<file path="src/hdl/assert_macros.svh">
// ----------------------------------------------------------------------------
// Assertion macros
// Concurrent assertion helpers for the DHCP reply parser; empty in synthesis.
// ----------------------------------------------------------------------------
`ifndef ASSERT_MACROS_SVH
`define ASSERT_MACROS_SVH
`ifndef SYNTHESIS
// Property must hold at every clock edge outside reset
`define DRP_ASSERT(lbl, clk, rst_n, prop, msg) \
	lbl: assert property (@(posedge clk) disable iff (!rst_n) prop) else $error(msg);
// Expression must never be true outside reset
`define DRP_NEVER(lbl, clk, rst_n, expr, msg) \
	lbl: assert property (@(posedge clk) disable iff (!rst_n) !(expr)) else $error(msg);
`else
`define DRP_ASSERT(lbl, clk, rst_n, prop, msg)
`define DRP_NEVER(lbl, clk, rst_n, expr, msg)
`endif
`endif

</file>
<file path="src/hdl/drp_pkg.sv">
// ----------------------------------------------------------------------------
// drp_pkg
// Types, constants and helpers shared by the DHCP reply parser.
// ----------------------------------------------------------------------------
package drp_pkg;

	// Option area size default
	localparam int OPTIONS_MAX_DEF = 308;

	// Fixed header layout
	localparam int          HEADER_BYTES  = 240;
	localparam int          POS_OPCODE    = 0;
	localparam int          POS_XID_FIRST = 4;
	localparam int          POS_XID_LAST  = 7;
	localparam int          POS_YI_FIRST  = 16;
	localparam int          POS_YI_LAST   = 19;
	localparam int          POS_SI_FIRST  = 20;
	localparam int          POS_SI_LAST   = 23;
	localparam int          POS_CK_FIRST  = 236;
	localparam int          POS_CK_LAST   = 239;
	localparam logic [7:0]  OPCODE_REPLY  = 8'd2;
	localparam logic [31:0] MAGIC_COOKIE  = 32'h6382_5363;

	// Option codes
	localparam logic [7:0] OPT_PAD    = 8'd0;
	localparam logic [7:0] OPT_MASK   = 8'd1;
	localparam logic [7:0] OPT_ROUTER = 8'd3;
	localparam logic [7:0] OPT_DNS    = 8'd6;
	localparam logic [7:0] OPT_LEASE  = 8'd51;
	localparam logic [7:0] OPT_TYPE   = 8'd53;
	localparam logic [7:0] OPT_SERVER = 8'd54;
	localparam logic [7:0] OPT_END    = 8'd255;

	// Outcome codes
	localparam logic [2:0] OUT_ACCEPTED     = 3'd0;
	localparam logic [2:0] OUT_TOO_SHORT    = 3'd1;
	localparam logic [2:0] OUT_NOT_REPLY    = 3'd2;
	localparam logic [2:0] OUT_XID_MISMATCH = 3'd3;
	localparam logic [2:0] OUT_BAD_COOKIE   = 3'd4;

	// Header check flags
	localparam int CHK_OPCODE = 0;
	localparam int CHK_XID    = 1;
	localparam int CHK_COOKIE = 2;

	// Option walk phase
	typedef enum logic [1:0] {
		PH_CODE,
		PH_LEN,
		PH_BODY,
		PH_DONE
	} phase_t;

	// Input transfer
	typedef struct packed {
		logic [7:0] data_byte;
		logic       last_byte;
	} in_t;

	// Result transfer
	typedef struct packed {
		logic [2:0]  outcome;
		logic [7:0]  message_kind;
		logic [31:0] assigned_address;
		logic [31:0] server_address;
		logic [31:0] mask_value;
		logic [31:0] router_address;
		logic [31:0] dns_primary;
		logic [31:0] dns_secondary;
		logic [31:0] lease_seconds;
	} out_t;

	// Byte of a big-endian word, index 0 being the most significant byte
	function automatic logic [7:0] word_byte(input logic [31:0] word, input logic [1:0] idx);
		logic [7:0] sel;
		case (idx)
			2'd0:    sel = word[31:24];
			2'd1:    sel = word[23:16];
			2'd2:    sel = word[15:8];
			default: sel = word[7:0];
		endcase
		return sel;
	endfunction

endpackage

</file>
<file path="src/hdl/dhcp_reply_parser_top.sv">
// ----------------------------------------------------------------------------
// dhcp_reply_parser_top
// Streaming DHCP reply checker and option extractor.
//
// Feed the UDP payload of a DHCP reply one byte per transfer on in_data, with
// last_byte set on the final byte; exactly one result comes out for that byte
// and none for the others. The block takes one byte per cycle unless stalled:
// each byte passes an input register, then the header and option logic
// updates the parse state, and the last byte loads the result register.
// The only stall is a last byte meeting a result that has not yet been taken.
// The result gives an outcome (accepted, too short, not a reply, transaction
// mismatch, bad cookie, in that priority); for a rejected packet all other
// fields are zero. Options are taken from up to OPTIONS_MAX bytes after the
// 240-byte header, an option counting only once its body is complete. Write
// cfg_wdata with cfg_we only between packets.
// ----------------------------------------------------------------------------
`include "assert_macros.svh"

module dhcp_reply_parser_top import drp_pkg::*; #(
	parameter int OPTIONS_MAX = OPTIONS_MAX_DEF
) (
	input  logic        clk,
	input  logic        arst_n,
	input  logic        in_valid,
	output logic        in_ready,
	input  in_t         in_data,
	output logic        out_valid,
	input  logic        out_ready,
	output out_t        out_data,
	input  logic        cfg_we,
	input  logic [31:0] cfg_wdata
);

	localparam int LIMIT = HEADER_BYTES + OPTIONS_MAX;
	localparam int POS_W = $clog2(LIMIT + 1);

	// Input register
	logic        in_valid_s1;
	in_t         in_s1;

	// Configuration
	logic [31:0] xid_q;

	// Parse state
	logic [POS_W-1:0] pos_q, pos_d;
	phase_t           phase_q, phase_d;
	logic [7:0]       code_q, code_d;
	logic [7:0]       len_q, len_d;
	logic [7:0]       count_q, count_d;
	logic [7:0]       body_q [8];
	logic [7:0]       body_d [8];
	logic [2:0]       checks_q, checks_d;
	logic [31:0]      yi_q, yi_d;
	logic [31:0]      si_q, si_d;
	logic [7:0]       type_q, type_d;
	logic [31:0]      server_q, server_d;
	logic [31:0]      mask_q, mask_d;
	logic [31:0]      router_q, router_d;
	logic [31:0]      dns1_q, dns1_d;
	logic [31:0]      dns2_q, dns2_d;
	logic [31:0]      lease_q, lease_d;

	// Result register
	logic        out_valid_q;
	out_t        out_q;
	out_t        result;

	logic        proc_en;
	logic        in_area;
	logic        hdr_byte;
	logic        opt_byte;
	logic [7:0]  b;
	logic [7:0]  count_inc;
	logic        body_done;
	logic [31:0] word0;
	logic [31:0] word1;

	assign b        = in_s1.data_byte;
	assign in_area  = pos_q < POS_W'(LIMIT);
	assign hdr_byte = in_area && (pos_q < POS_W'(HEADER_BYTES));
	assign opt_byte = in_area && !hdr_byte;

	// Advance the stage unless a last byte would overwrite an untaken result
	assign proc_en  = in_valid_s1 && (!in_s1.last_byte || !out_valid_q || out_ready);
	assign in_ready = !in_valid_s1 || proc_en;

	// Input register
	always_ff @(posedge clk or negedge arst_n) begin
		if (!arst_n) begin
			in_valid_s1 <= 1'b0;
		end else if (in_ready) begin
			in_valid_s1 <= in_valid;
		end
	end

	always_ff @(posedge clk) begin
		if (in_ready && in_valid) begin
			in_s1 <= in_data;
		end
	end

	// Expected transaction register
	always_ff @(posedge clk or negedge arst_n) begin
		if (!arst_n) begin
			xid_q <= 32'd0;
		end else if (cfg_we) begin
			xid_q <= cfg_wdata;
		end
	end

	// Option walk: next phase
	assign count_inc = count_q + 8'd1;
	assign body_done = count_inc >= len_q;

	always_comb begin
		phase_d = phase_q;
		if (opt_byte) begin
			unique case (phase_q)
				PH_CODE: begin
					if (b == OPT_END) begin
						phase_d = PH_DONE;
					end else if (b != OPT_PAD) begin
						phase_d = PH_LEN;
					end
				end
				PH_LEN: begin
					phase_d = (b == 8'd0) ? PH_CODE : PH_BODY;
				end
				PH_BODY: begin
					if (body_done) begin
						phase_d = PH_CODE;
					end
				end
				PH_DONE: begin
					phase_d = PH_DONE;
				end
				default: begin
					phase_d = PH_DONE;
				end
			endcase
		end
	end

	// Body words as they stand with the current byte placed
	assign word0 = {body_d[0], body_d[1], body_d[2], body_d[3]};
	assign word1 = {body_d[4], body_d[5], body_d[6], body_d[7]};

	// Option walk and header: datapath
	always_comb begin
		code_d   = code_q;
		len_d    = len_q;
		count_d  = count_q;
		body_d   = body_q;
		type_d   = type_q;
		server_d = server_q;
		mask_d   = mask_q;
		router_d = router_q;
		dns1_d   = dns1_q;
		dns2_d   = dns2_q;
		lease_d  = lease_q;
		checks_d = checks_q;
		yi_d     = yi_q;
		si_d     = si_q;
		pos_d    = in_area ? pos_q + POS_W'(1) : pos_q;

		// Header checks and address capture
		if (hdr_byte) begin
			if (pos_q == POS_W'(POS_OPCODE) && b != OPCODE_REPLY) begin
				checks_d[CHK_OPCODE] = 1'b1;
			end
			if (pos_q >= POS_W'(POS_XID_FIRST) && pos_q <= POS_W'(POS_XID_LAST)
				&& b != word_byte(xid_q, pos_q[1:0])) begin
				checks_d[CHK_XID] = 1'b1;
			end
			if (pos_q >= POS_W'(POS_YI_FIRST) && pos_q <= POS_W'(POS_YI_LAST)) begin
				yi_d = {yi_q[23:0], b};
			end
			if (pos_q >= POS_W'(POS_SI_FIRST) && pos_q <= POS_W'(POS_SI_LAST)) begin
				si_d = {si_q[23:0], b};
			end
			if (pos_q >= POS_W'(POS_CK_FIRST) && pos_q <= POS_W'(POS_CK_LAST)
				&& b != word_byte(MAGIC_COOKIE, pos_q[1:0])) begin
				checks_d[CHK_COOKIE] = 1'b1;
			end
		end

		// Option bytes
		if (opt_byte) begin
			unique case (phase_q)
				PH_CODE: begin
					if (b != OPT_PAD && b != OPT_END) begin
						code_d = b;
					end
				end
				PH_LEN: begin
					len_d   = b;
					count_d = 8'd0;
					for (int i = 0; i < 8; i++) begin
						body_d[i] = 8'd0;
					end
				end
				PH_BODY: begin
					if (count_q < 8'd8) begin
						body_d[count_q[2:0]] = b;
					end
					count_d = count_inc;
					// Apply the option once its body is complete
					if (body_done) begin
						case (code_q)
							OPT_TYPE: begin
								type_d = body_d[0];
							end
							OPT_MASK: begin
								if (len_q >= 8'd4) mask_d = word0;
							end
							OPT_ROUTER: begin
								if (len_q >= 8'd4) router_d = word0;
							end
							OPT_DNS: begin
								if (len_q >= 8'd4) dns1_d = word0;
								if (len_q >= 8'd8) dns2_d = word1;
							end
							OPT_LEASE: begin
								if (len_q >= 8'd4) lease_d = word0;
							end
							OPT_SERVER: begin
								if (len_q >= 8'd4) server_d = word0;
							end
							default: begin
							end
						endcase
					end
				end
				PH_DONE: begin
				end
				default: begin
				end
			endcase
		end
	end

	// Parse state; clear after each packet
	always_ff @(posedge clk or negedge arst_n) begin
		if (!arst_n) begin
			pos_q    <= '0;
			phase_q  <= PH_CODE;
			code_q   <= 8'd0;
			len_q    <= 8'd0;
			count_q  <= 8'd0;
			checks_q <= 3'd0;
			yi_q     <= 32'd0;
			si_q     <= 32'd0;
			type_q   <= 8'd0;
			server_q <= 32'd0;
			mask_q   <= 32'd0;
			router_q <= 32'd0;
			dns1_q   <= 32'd0;
			dns2_q   <= 32'd0;
			lease_q  <= 32'd0;
			for (int i = 0; i < 8; i++) begin
				body_q[i] <= 8'd0;
			end
		end else if (proc_en) begin
			if (in_s1.last_byte) begin
				pos_q    <= '0;
				phase_q  <= PH_CODE;
				code_q   <= 8'd0;
				len_q    <= 8'd0;
				count_q  <= 8'd0;
				checks_q <= 3'd0;
				yi_q     <= 32'd0;
				si_q     <= 32'd0;
				type_q   <= 8'd0;
				server_q <= 32'd0;
				mask_q   <= 32'd0;
				router_q <= 32'd0;
				dns1_q   <= 32'd0;
				dns2_q   <= 32'd0;
				lease_q  <= 32'd0;
				for (int i = 0; i < 8; i++) begin
					body_q[i] <= 8'd0;
				end
			end else begin
				pos_q    <= pos_d;
				phase_q  <= phase_d;
				code_q   <= code_d;
				len_q    <= len_d;
				count_q  <= count_d;
				checks_q <= checks_d;
				yi_q     <= yi_d;
				si_q     <= si_d;
				type_q   <= type_d;
				server_q <= server_d;
				mask_q   <= mask_d;
				router_q <= router_d;
				dns1_q   <= dns1_d;
				dns2_q   <= dns2_d;
				lease_q  <= lease_d;
				body_q   <= body_d;
			end
		end
	end

	// Build the result from the state after the last byte
	always_comb begin
		result = '0;
		if (pos_d < POS_W'(HEADER_BYTES)) begin
			result.outcome = OUT_TOO_SHORT;
		end else if (checks_d[CHK_OPCODE]) begin
			result.outcome = OUT_NOT_REPLY;
		end else if (checks_d[CHK_XID]) begin
			result.outcome = OUT_XID_MISMATCH;
		end else if (checks_d[CHK_COOKIE]) begin
			result.outcome = OUT_BAD_COOKIE;
		end else begin
			result.outcome          = OUT_ACCEPTED;
			result.message_kind     = type_d;
			result.assigned_address = yi_d;
			result.server_address   = (server_d != 32'd0) ? server_d : si_d;
			result.mask_value       = mask_d;
			result.router_address   = router_d;
			result.dns_primary      = dns1_d;
			result.dns_secondary    = dns2_d;
			result.lease_seconds    = lease_d;
		end
	end

	// Result register
	always_ff @(posedge clk or negedge arst_n) begin
		if (!arst_n) begin
			out_valid_q <= 1'b0;
		end else if (proc_en && in_s1.last_byte) begin
			out_valid_q <= 1'b1;
		end else if (out_ready) begin
			out_valid_q <= 1'b0;
		end
	end

	always_ff @(posedge clk) begin
		if (proc_en && in_s1.last_byte) begin
			out_q <= result;
		end
	end

	assign out_valid = out_valid_q;
	assign out_data  = out_q;

	// Checks
	`DRP_ASSERT(a_reject_clear, clk, arst_n, out_valid_q && (out_q.outcome != OUT_ACCEPTED) |-> (out_q.message_kind == 8'd0) && (out_q.server_address == 32'd0) && (out_q.assigned_address == 32'd0) && (out_q.lease_seconds == 32'd0), "rejected packet carries field data")
	`DRP_ASSERT(a_body_count, clk, arst_n, (phase_q == PH_BODY) |-> (count_q < len_q), "option body count overran its length")
	`DRP_NEVER(a_pos_range, clk, arst_n, pos_q > POS_W'(LIMIT), "byte position beyond option area limit")
	`DRP_ASSERT(a_last_hold, clk, arst_n, in_valid_s1 && in_s1.last_byte && out_valid_q && !out_ready |=> in_valid_s1 && $stable(pos_q), "last byte processed while result still pending")

endmodule

</file>
<file path="config.mk">
export PLATFORM = sky130hd
export DESIGN_NAME = dhcp_reply_parser_top
export DESIGN_NICKNAME = d
export VERILOG_FILES = /design/src/hdl/drp_pkg.sv /design/src/hdl/dhcp_reply_parser_top.sv
export VERILOG_INCLUDE_DIRS = /design/src /design/src/hdl
export SDC_FILE = /design/constraint.sdc
export NUM_CORES = 1
export LEC_CHECK = 0
export ABC_CLOCK_PERIOD_IN_PS = 7150
export BUFFER_PORTS_ARGS = -buffer_cell sky130_fd_sc_hd__buf_2
export CORE_MARGIN = 2
export CORE_UTILIZATION = 30
export DETAILED_ROUTE_END_ITERATION = 7
export GPL_ROUTABILITY_DRIVEN = 0
export PLACE_DENSITY = 0.44
export SYNTH_ARGS = -nofsm -noshare
export SYNTH_HDL_FRONTEND = slang
export SYNTH_SLANG_ARGS = --single-unit
</file>
<file path="constraint.sdc">
create_clock -name clk -period 7.15 [get_ports clk]
set_input_delay 1.43 -clock clk [delete_from_list [all_inputs] [get_ports clk]]
set_output_delay 1.43 -clock clk [all_outputs]
set_load 0.05 [all_outputs]
</file>
-- Yosys cells after proc, flatten, opt, wreduce, memory -nomap -nowiden
Cells that the tools add are included.
- logic and storage cells: 203
- bits in registers: 645
- bits in latches: 0
- memories kept: 0
- memory bits (read-only): 0
- memory bits (writable): 0
- input bits: 46
- output and inout bits: 237
- bitwise gates (word level): 1
- order comparisons: 17
- add/subtract/negate cells: 2
- multiply operators: 0
- shifts and indexed selects: 0
- reduce and logical (&&, ||, !) cells: 39
- div/mod/pow operators: 0
- multiplexer cells: 88
- eq/ne operators: 18
- operator list (cell ; count):
    $mux W32 ; 43
    $mux W64 ; 3
    $mux W8 ; 17
    $pmux W64 S2 ; 1
    $bwmux W64 ; 1
    $pmux W8 S2 ; 2
    $reduce_bool A32 Y1 ; 1
    $demux W8 S3 ; 1
    $eq A8 B6 Y1 const B ; 3
    $pmux W8 S3 ; 1
    $ge A10 B5 Y1 const B ; 2
    $le A10 B5 Y1 const B ; 2
    $lt A10 B8 Y1 const B ; 2
    $mux W10 ; 2
    $mux W2 ; 8
    $ne A8 B8 Y1 ; 2
    $logic_and A1 B1 Y1 ; 14
    $add A10 B1 Y10 const B ; 1
    $ge A10 B3 Y1 const B ; 1
    $ge A10 B8 Y1 const B ; 1
    $le A10 B3 Y1 const B ; 1
    $le A10 B8 Y1 const B ; 1
    $logic_not A10 Y1 ; 1
    $lt A10 B10 Y1 const B ; 1
    32 further kinds ; 53

-- Longest topological paths before layout
- word-level depth: 16
- depth in mapped cells: 15
- gate-level depth less buffers: 13

-- Worst setup path after synthesis
No wires, ideal clock.
- path kind: input to register
- from: input port out_ready
- to: register out_q, in the netlist out_data[0] (enable)
- data required time: 6.564 ns
- arrival: 6.914 ns
- slack: -0.350 ns
- library setup time: 0.586 ns
- buffers on the path: 2
- stages: 6
- cells stage by stage: nand3b_1 and2_1 clkbuf_1 clkbuf_1 nand2_1 inv_1
- longest elaborated chain between the ends: 3
- ends and longest elaborated chain (what ; line ; RTL):
    start: declaration ; dhcp_reply_parser_top.sv:28 ; input logic out_ready,
    $logic_or A1 B1 Y1 ; dhcp_reply_parser_top.sv:84 ; assign proc_en = in_valid_s1 && (!in_s1.last_byte || !out_valid_q || out_ready);
    $logic_and A1 B1 Y1 ; dhcp_reply_parser_top.sv:84 ;
    $logic_and A1 B1 Y1 ; dhcp_reply_parser_top.sv:340 ; if (proc_en && in_s1.last_byte) begin
    end signal: assignment ; dhcp_reply_parser_top.sv:341 ; out_q <= result;
    end: declaration ; dhcp_reply_parser_top.sv:65 ; out_t out_q;
No other way between the ends.
A chain may end at the register's enable or synchronous reset.

-- Worst setup path after layout
- from: input port out_ready
- to: register out_q, in the netlist out_data[230] (enable)
Same word-level chain as after synthesis.

==> impl_metrics.json <==
{
  "synth_top_area_frac": 0.341,
  "fin_crit_sh": 0.612,
  "final_area_um2": 34600,
  "initial_utilization": 0.303,
  "clk_pin_slew_ns": 0.05,
  "clkPwrFrac": 0.439,
  "setup_ws_ns": 2.77,
  "slowest_stage": "clkinvlp_4",
  "ctsHoldBuffers": 0,
  "postSynthAreaPerCell_um2": 10.6,
  "clock_skew_ns": 0.0296,
  "synth.area.top_cells": "dfrtp_1 (34%), edfxtp_1 (25%), nand2_1 (5.8%)",
  "fp.dieH_um": 317,
  "path_cells": "buf_2 -> nand3b_1 -> and2_1 -> buf_4 -> nand2_1 -> clkinvlp_4 -> buf_12 -> buf_4",
  "syn-instance-count": 2781,
  "synth-compound-area-share": 0.180,
  "ir_worst_vdd_uv": 149,
  "highest_layer": "met4",
  "cap_violations": 0,
  "slew_headroom": 0.104,
  "power_frac_seq": 0.461,
  "drtIter0Drc": 1646,
  "dominantRegCellSynth": "dfrtp_1",
  "wl_met2_um": 45100,
  "via_per_inst": 5.18,
  "final_max_slew_viol_count": 0,
  "report.final.hold_viol_count": 0,
  "setup_viol": 0,
  "synth_cell_type_count": 78,
  "yosysTopAreaCell": "dfrtp_1",
  "synth_nets": 2844,
  "placement.io_buffers": 282,
  "dr.pass1.iters": 7,
  "wirelength_um": 96300,
  "synth_area_um2": 29400,
  "antenna_found_initial": 2,
  "htree_levels": 3,
  "crit_path_start_kind": "input port",
  "overflow": 0,
  "required_ns": 7.43,
  "seq_area_frac_synth": 0.590,
  "route.detailed.drc": 0,
  "clk-insertion-delay-late_ns": 0.66,
  "critical_path_class": "in -> reg",
  "internal-power_uw": 6540,
  "worstHoldPathType": "reg -> reg",
  "synthSimpleGateAreaFrac": 0.140,
  "die_w_um": 317,
  "tritoncts": "done",
  "coreArea_um2": 97000,
  "yosys-top-cells-count": "nand2_1 (454), dfrtp_1 (401), o21ai_0 (336), nor2_1 (259), edfxtp_1 (244)",
  "wl_met3_um": 5270,
  "wl_per_cell_um": 22.3,
  "dr_total_vias": 22337,
  "p_per_area_nw_per_um2": 259,
  "final_layout_size_suffix_gt1_frac": 0.189,
  "synthMuxAreaShare": 0.0392,
  "placed_cell_area_um2": 32100,
  "grt_pass1_wl_um": 144000,
  "path_common_cell": "buf_4",
  "num_rows": 114,
  "leakagePower_uw": 0.0136,
  "grt_util_all_layers": 0.189,
  "root_buffer": "clkbuf_16",
  "synth_top_family_by_area": "compound AO/OA/AOI/OAI gates",
  "comb_power_share": 0.100,
  "grt_pass1_vias": 22335,
  "synth_adder_area_share": 0.00723,
  "synth_edf_count": 244,
  "end_kind": "flop",
  "cts_setup_buffers": 0,
  "swShare": 0.270,
  "cts.sinks": 645,
  "synth.most_common_cell": "nand2_1",
  "place_ws_ns": 2.22,
  "cts-resized-gates": 0,
  "cp_data_arrival_time_ns": 4.66,
  "rsz0062_at_grt": "false",
  "slowest_delay_ns": 0.63,
  "synth-warning-count": 0,
  "fin_nets": 3034,
  "routedLengthMet1_um": 43300,
  "switching_power_uw": 2410,
  "dp_hpwl_um": 61400,
  "fin_setup_tns_ns": 0,
  "synthXorXnorAreaFrac": 0.00476,
  "worst_pin_slew_ns": 1.33,
  "max_freq_mhz": 229,
  "die_area_um2": 101000,
  "syn_to_final_growth_pct": 17.6,
  "status": "finished, final reports clean",
  "ys_ff_latch": 645,
  "ioPinCount": 283,
  "hold_ws_ns": 0.476,
  "ant_nets": 0,
  "async_reset_ff_frac": 0.622,
  "crit_fanout": 166,
  "cts_buffers": 77,
  "grt_max_degree": 186,
  "clock_path_buffers": 3,
  "power_uw": 8950,
  "final.min_clock_period_ns": 4.38
}
cells by family after synthesis:
kind of cell / count (synthesis)
and+or+nand+nor: 944
AOI/OAI and AO/OA: 783
DFF: 645
buffers and inverters: 266
muxes: 110
adders and majority gates: 17
xor gates and xnor gates: 16
placed cells by master (no fill, tap or decap), types with 7 or more instances in the layout:
cell type  synthesis  routed
a21boi_0          12      12
buf_2             39     281
a222oi_1           8       8
mux2_2            42      42
mux2i_1           68      68
edfxtp_1         244     244
xnor2_1           12      12
buf_4              4      61
ha_1              17      16
nor2_1           259     258
clkbuf_8           0      11
and3_1             7       7
o31ai_2           31      31
or4_1              7       7
clkbuf_1         170      26
o31ai_1            7       7
nand2_1          454     453
nor4_1            10       9
nand2b_1          45      44
nor3_1            28      26
a22oi_1           41      41
a21oi_1           48      48
nor2b_1           12      11
a22o_1            39      39
a211o_1           30      30
o311a_1            7       7
a211oi_1         162     162
a31oi_1           10       9
nand3_1           30      30
dfrtp_1          401     401
clkbuf_16          0      77
o21ai_0          336     331
nand4_1           19      19
clkinv_2           0      11
inv_1             30      29
or3_1             36      36
metal layers:
layer,vias up,track usage
li1,10390,-
met1,11162,0.256
met2,638,0.306
met3,147,0.0372
met4,0,0.0590
met5,-,0
final cells by class:
| cell class | count | area (um^2) |
|---|---|---|
| clock buffers | 114 | 2180 |
| inverters | 30 | 116 |
| diodes | 1 | 2.50 |
| well taps | 1276 | 1600 |
| fillers | 9782 | 62400 |
| multi-input cells | 1870 | 11100 |
| flip-flops and latches | 645 | 17400 |
| repair buffers | 347 | 1960 |
| clock inverters | 29 | 337 |
final timing paths:
| path | from | end | slack [ns] | cells past startpoint |
|---|---|---|---|---|
| hold reg to reg | body_q[10] | body_q[10] | 0.48 | 2 |
| max in group asynchronous | arst_n | lease_q[10] | 4.99 | 2 |
| setup / recovery | out_ready | out_data[230] | 2.77 | 8 |
| hold / removal | body_q[10] | body_q[10] | 0.48 | 2 |
| setup reg to reg | count_q[0] | out_data[107] | 2.78 | 12 |
| min in group asynchronous | arst_n | yi_q[27] | 0.76 | 1 |
state kept, by name (all words and copies together), names as in the netlist:
name	flops
pos_q	10
xid_q	32
si_q	32
router_q	32
checks_q	3
server_q	32
code_q	8
mask_q	32
dns1_q	32
in_s1	1
out_valid	1
out_data	235
type_q	8
count_q	8
len_q	8
yi_q	32
body_q	64
b	8
dns2_q	32
phase_q	2
lease_q	32
in_valid_s1	1
critical path, delay by kind of cell:
family | cells | cell delay [ns]
buffers and inverters | 5 | 2.25
AND/OR/NAND/NOR | 3 | 0.50
per-stage QoR:
stage | instances | utilization
final | 4312 | 0.357
after global routing | 4311 | 0.357
after CTS | 4311 | 0.357
after floorplan | 2781 | -
after detailed placement | 4168 | 0.331
after global placement | 4168 | 0.331
power groups by stage:
stage               Sequential (uW)  Combinational (uW)  Clock, uW
floorplan                      4340                 429          0
global placement               4190                 892          0
detailed placement             4190                 908          0
CTS                            4120                 911       4050
global route                   4140                 978       4190
finish                         4120                 895       3930
(Power assumes the default switching activity.)
